===== config.mk =====
export PLATFORM = sky130hd
export DESIGN_NAME = dspe_ram
export DESIGN_NICKNAME = d
export VERILOG_FILES = /design/src/rtl/dspe_ram.sv
export SDC_FILE = /design/constraint.sdc
export NUM_CORES = 1
export LEC_CHECK = 0
export BUFFER_PORTS_ARGS = -buffer_cell sky130_fd_sc_hd__buf_2
export CORE_MARGIN = 1
export CORE_UTILIZATION = 54
export DETAILED_ROUTE_END_ITERATION = 10
export PLACE_DENSITY_LB_ADDON = 0.05
export SETUP_SLACK_MARGIN = 0.1
export SYNTH_ARGS = -nofsm -noshare
export SYNTH_HDL_FRONTEND = slang
export SYNTH_SLANG_ARGS = --single-unit
export TNS_END_PERCENT = 1

===== constraint.sdc =====
create_clock -name clk -period 1.9 [get_ports clk]
set_input_delay 0.285 -clock clk [delete_from_list [all_inputs] [get_ports clk]]
set_output_delay 0.285 -clock clk [all_outputs]
set_load 0.01 [all_outputs]

===== src/rtl/dspe_ram.sv =====
`default_nettype none
module dspe_ram #(
  parameter int WIDTH = 8,
  parameter int DEPTH = 16
) (
  input  wire logic                     clk,
  input  wire logic                     we,
  input  wire logic [$clog2(DEPTH)-1:0] waddr,
  input  wire logic [WIDTH-1:0]         wdata,
  input  wire logic [$clog2(DEPTH)-1:0] raddr,
  output logic      [WIDTH-1:0]         rdata
);

  logic [WIDTH-1:0] mem [DEPTH];

  always_ff @(posedge clk) begin
    if (we) begin
      mem[waddr] <= wdata;
    end
    rdata <= mem[raddr];
  end

endmodule
`default_nettype wire


==> metrics.md <==
| Metric | Value |
|---|---|
| Die X | 99.64 um |
| Placed Cells | 399 |
| Global-route wire length before repair | 15.24 mm |
| Vias per inst | 5.731 |
| Htree depth | 4 |
| Design area | 0.006203 mm^2 |
| Total gr overflow | 0 |
| Endpoint type of the worst setup path | flip-flop |
| Worst R2R Path Depth | 3 |
| Pin count of the biggest net entering global routing | 33 |
| Avg WL per Cell | 23.08 um |
| Share of layout cells above drive strength 1 | 33.11% |
| Via Count | 2,470 |
| Port Buffers | 25 |
| Mapped Nets | 247 |
| Core area | 0.009240 mm^2 |
| Final period utilization | 70.43% |
| Yosys top cell by area | edfxtp_1 |
| Post-CTS Setup Bufs | 0 |
| Yosys reg bits | 136 |
| Cell family with most CP delay | multiplexers |
| Total global-route track usage | 22.59% |
| Initial Util | 55.71% |
| Hold buffer count at CTS | 0 |
| Setup violators final | 0 |
| Slew Limit Fails | 0 |
| Critical Setup Path Class | reg -> reg |
| Num CTS Buffers | 17 |
| Net switching power | 1.386 mW |
| Sw Ratio | 19.31% |
| F_max | 747.3 MHz |
| P per Cell Area | 1157 mW/mm^2 |
| Clock root buffer | clkbuf_8 |
| Max VDD drop | 0.0005087 V |
| Area growth from synthesis to layout | 20.52% |
| Yosys warns | 0 |
| TritonRoute pass-1 iters | 5 |
| Dpl hpwl | 6.185 mm |
| Slew @ Worst Pin | 0.4343 ns |
| Clk slew on worst S/H paths | 0.06 ns |
| Final nets | 307 |
| Int Pwr | 5.791 mW |
| Arrival @ worst endpoint | 1.73 ns |
| Final Hold Vio Count | 0 |
| Max Cap Viol | 0 |
| CTS tree | built |
| Synth area leaders | edfxtp_1 (75%), mux4_2 (7.9%), mux4_1 (7.1%), dfxtp_1 (3.1%), a22oi_1 (2.3%) |
| Die height | 99.64 um |
| CTS resizes | 0 |
| Setup TNS | 0 ns |
| IO Count | 26 |
| Sequential share of power | 47.0% |
| CP peak stage delay | 0.47 ns |
| Crit path required time | 2.29 ns |
| Finished Layout Cells | 431 |
| Vias in the first global route | 2,552 |
| Yosys top cell area share | 74.67% |
| Mapped Avg Cell Area | 22.48 um^2 |
| RSZ-0062 raised after global routing | no |
| Synth unique cells | 19 |
| Final core occ | 67.14% |
| DRC Markers | 0 |
| Status | completed |
| Worst Clk Skew | 0.006018 ns |
| CTS sink count | 136 |
| Critical path buffers and inverters | 0 |
| Clock network power share | 48.5% |
| Worst hold slack | 0.1591 ns |
| Drt total wl | 9.946 mm |
| Crit path max-delay cell type | mux4_2 |
| Max clock buf depth | 2 |
| Gate power share | 4.5% |
| Post-Synthesis Cells | 229 |
| Hold path depth | 1 |
| Core Rows | 35 |
| Routability-driven placement congestion ratio | 0.7611 |
| CP cell instances | mux4_2 -> a22oi_1 -> nand2_1 |
| Worst slew margin | 71.05% |
| Tmin final | 1.338 ns |
| N_diodes | 0 |
| Placed cell area | 0.005568 mm^2 |
| Startpoint types | flip-flop |
| First DRT Iteration DRCs | 178 |
| WP depth | 3 |
| Hold WC Path Type | in -> reg |
| Die area | 0.009927 mm^2 |
| Post-synthesis cell area | 0.005147 mm^2 |
| Leakage dissipation | 2.142 nW |
| Worst-skew pair later-pin latency | 0.51 ns |
| Crit-path max FO | 1 |
| Seq/Total Area, Yosys | 77.78% |
| Initial antenna violation count | 0 |
| Final ANT Viol Nets | 0 |
## layout by cell type, fill, tap and decap left out
master	count
a22oi_1	16
and2_1	1
and2b_1	1
buf_12	2
buf_2	25
buf_4	24
bufinv_16	5
clkbuf_1	2
clkbuf_16	16
clkbuf_8	2
clkinv_2	2
clkinv_4	2
clkinvlp_4	3
dfxtp_1	8
edfxtp_1	128
mux4_1	14
mux4_2	18
nand2_1	9
nand2b_1	2
nand3_1	1
nand3b_1	2
nor2_1	13
nor2b_1	1
nor3_1	4
or3b_2	1
## cells in the mapped netlist
cell             number
clkdlybuf4s25_2       3
nor2b_1               1
nor2_1               13
nand2b_1              2
nor3_1                4
mux4_1               14
and2b_1               1
nand3b_1              2
or3b_2                1
nand2_1               9
edfxtp_1            128
buf_6                 3
and2_1                1
mux4_2               18
a22oi_1              16
dfxtp_1               8
nand3_1               1
buf_2                 3
buf_4                 1
## metrics by stage
stage | setup WS [ns] | total power, mW
after global routing | 0.4671 | 7.374
after detailed placement | 0.1849 | 3.762
after CTS | 0.5347 | 7.218
final | 0.5619 | 7.176
after global placement | 0.1785 | 3.757
after floorplan | 0.1221 | 3.610
## power by group through the flow
stage	registers [mW]	logic [mW]	clock network (mW)
2_1_floorplan	3.44	0.170	0
3_3_place_gp	3.44	0.320	0
3_5_place_dp	3.44	0.323	0
4_1_cts	3.38	0.324	3.52
5_1_grt	3.38	0.349	3.64
6_report	3.38	0.320	3.48
## final cells by class
cell class / count / area [um^2]
flip-flops and latches: 136 / 4004
fillers: 579 / 3037
multi-input cells: 83 / 1057
clock buffers: 20 / 435.4
repair buffers: 51 / 345.3
clock inverters: 12 / 200.2
well taps: 129 / 161.4
## metal layers
metal  routed length [um]  global-route usage, %  vias to the layer above
met5                    0                      0                        -
met4                   72                  6.448                        0
met3                  611                  5.762                        6
met2                 4911                  34.72                       90
met1                 4350                  32.68                     1281
li1                     -                      -                     1093
## worst paths after layout
kind	start	slack (ns)	endpoint
worst max-delay path	mem[3][7]	0.56	rdata[7]
worst max register to register	mem[3][7]	0.56	rdata[7]
worst min register to register	mem[4][1]	0.67	rdata[1]
worst min-delay path	wdata[6]	0.16	mem[12][6]
## worst reg2reg max path: cells and delay by family, from the launching register on
family / cells / cell delay, ns
muxes: 1 / 0.47
AOI/OAI and AO/OA: 1 / 0.31
and+or+nand+nor: 1 / 0.09
DFF: 1 / 0.36
## sequential cells by signal (all words and copies together) (netlist names)
signal  flops
mem       128
rdata       8
## logic make-up after synthesis
logic type      synth area share [%]
mux                            15.02
simple gates                   3.184
flops                          77.78
compound gates                 2.334
buf+inv                        1.677
Power figures use the tool's default switching activity.
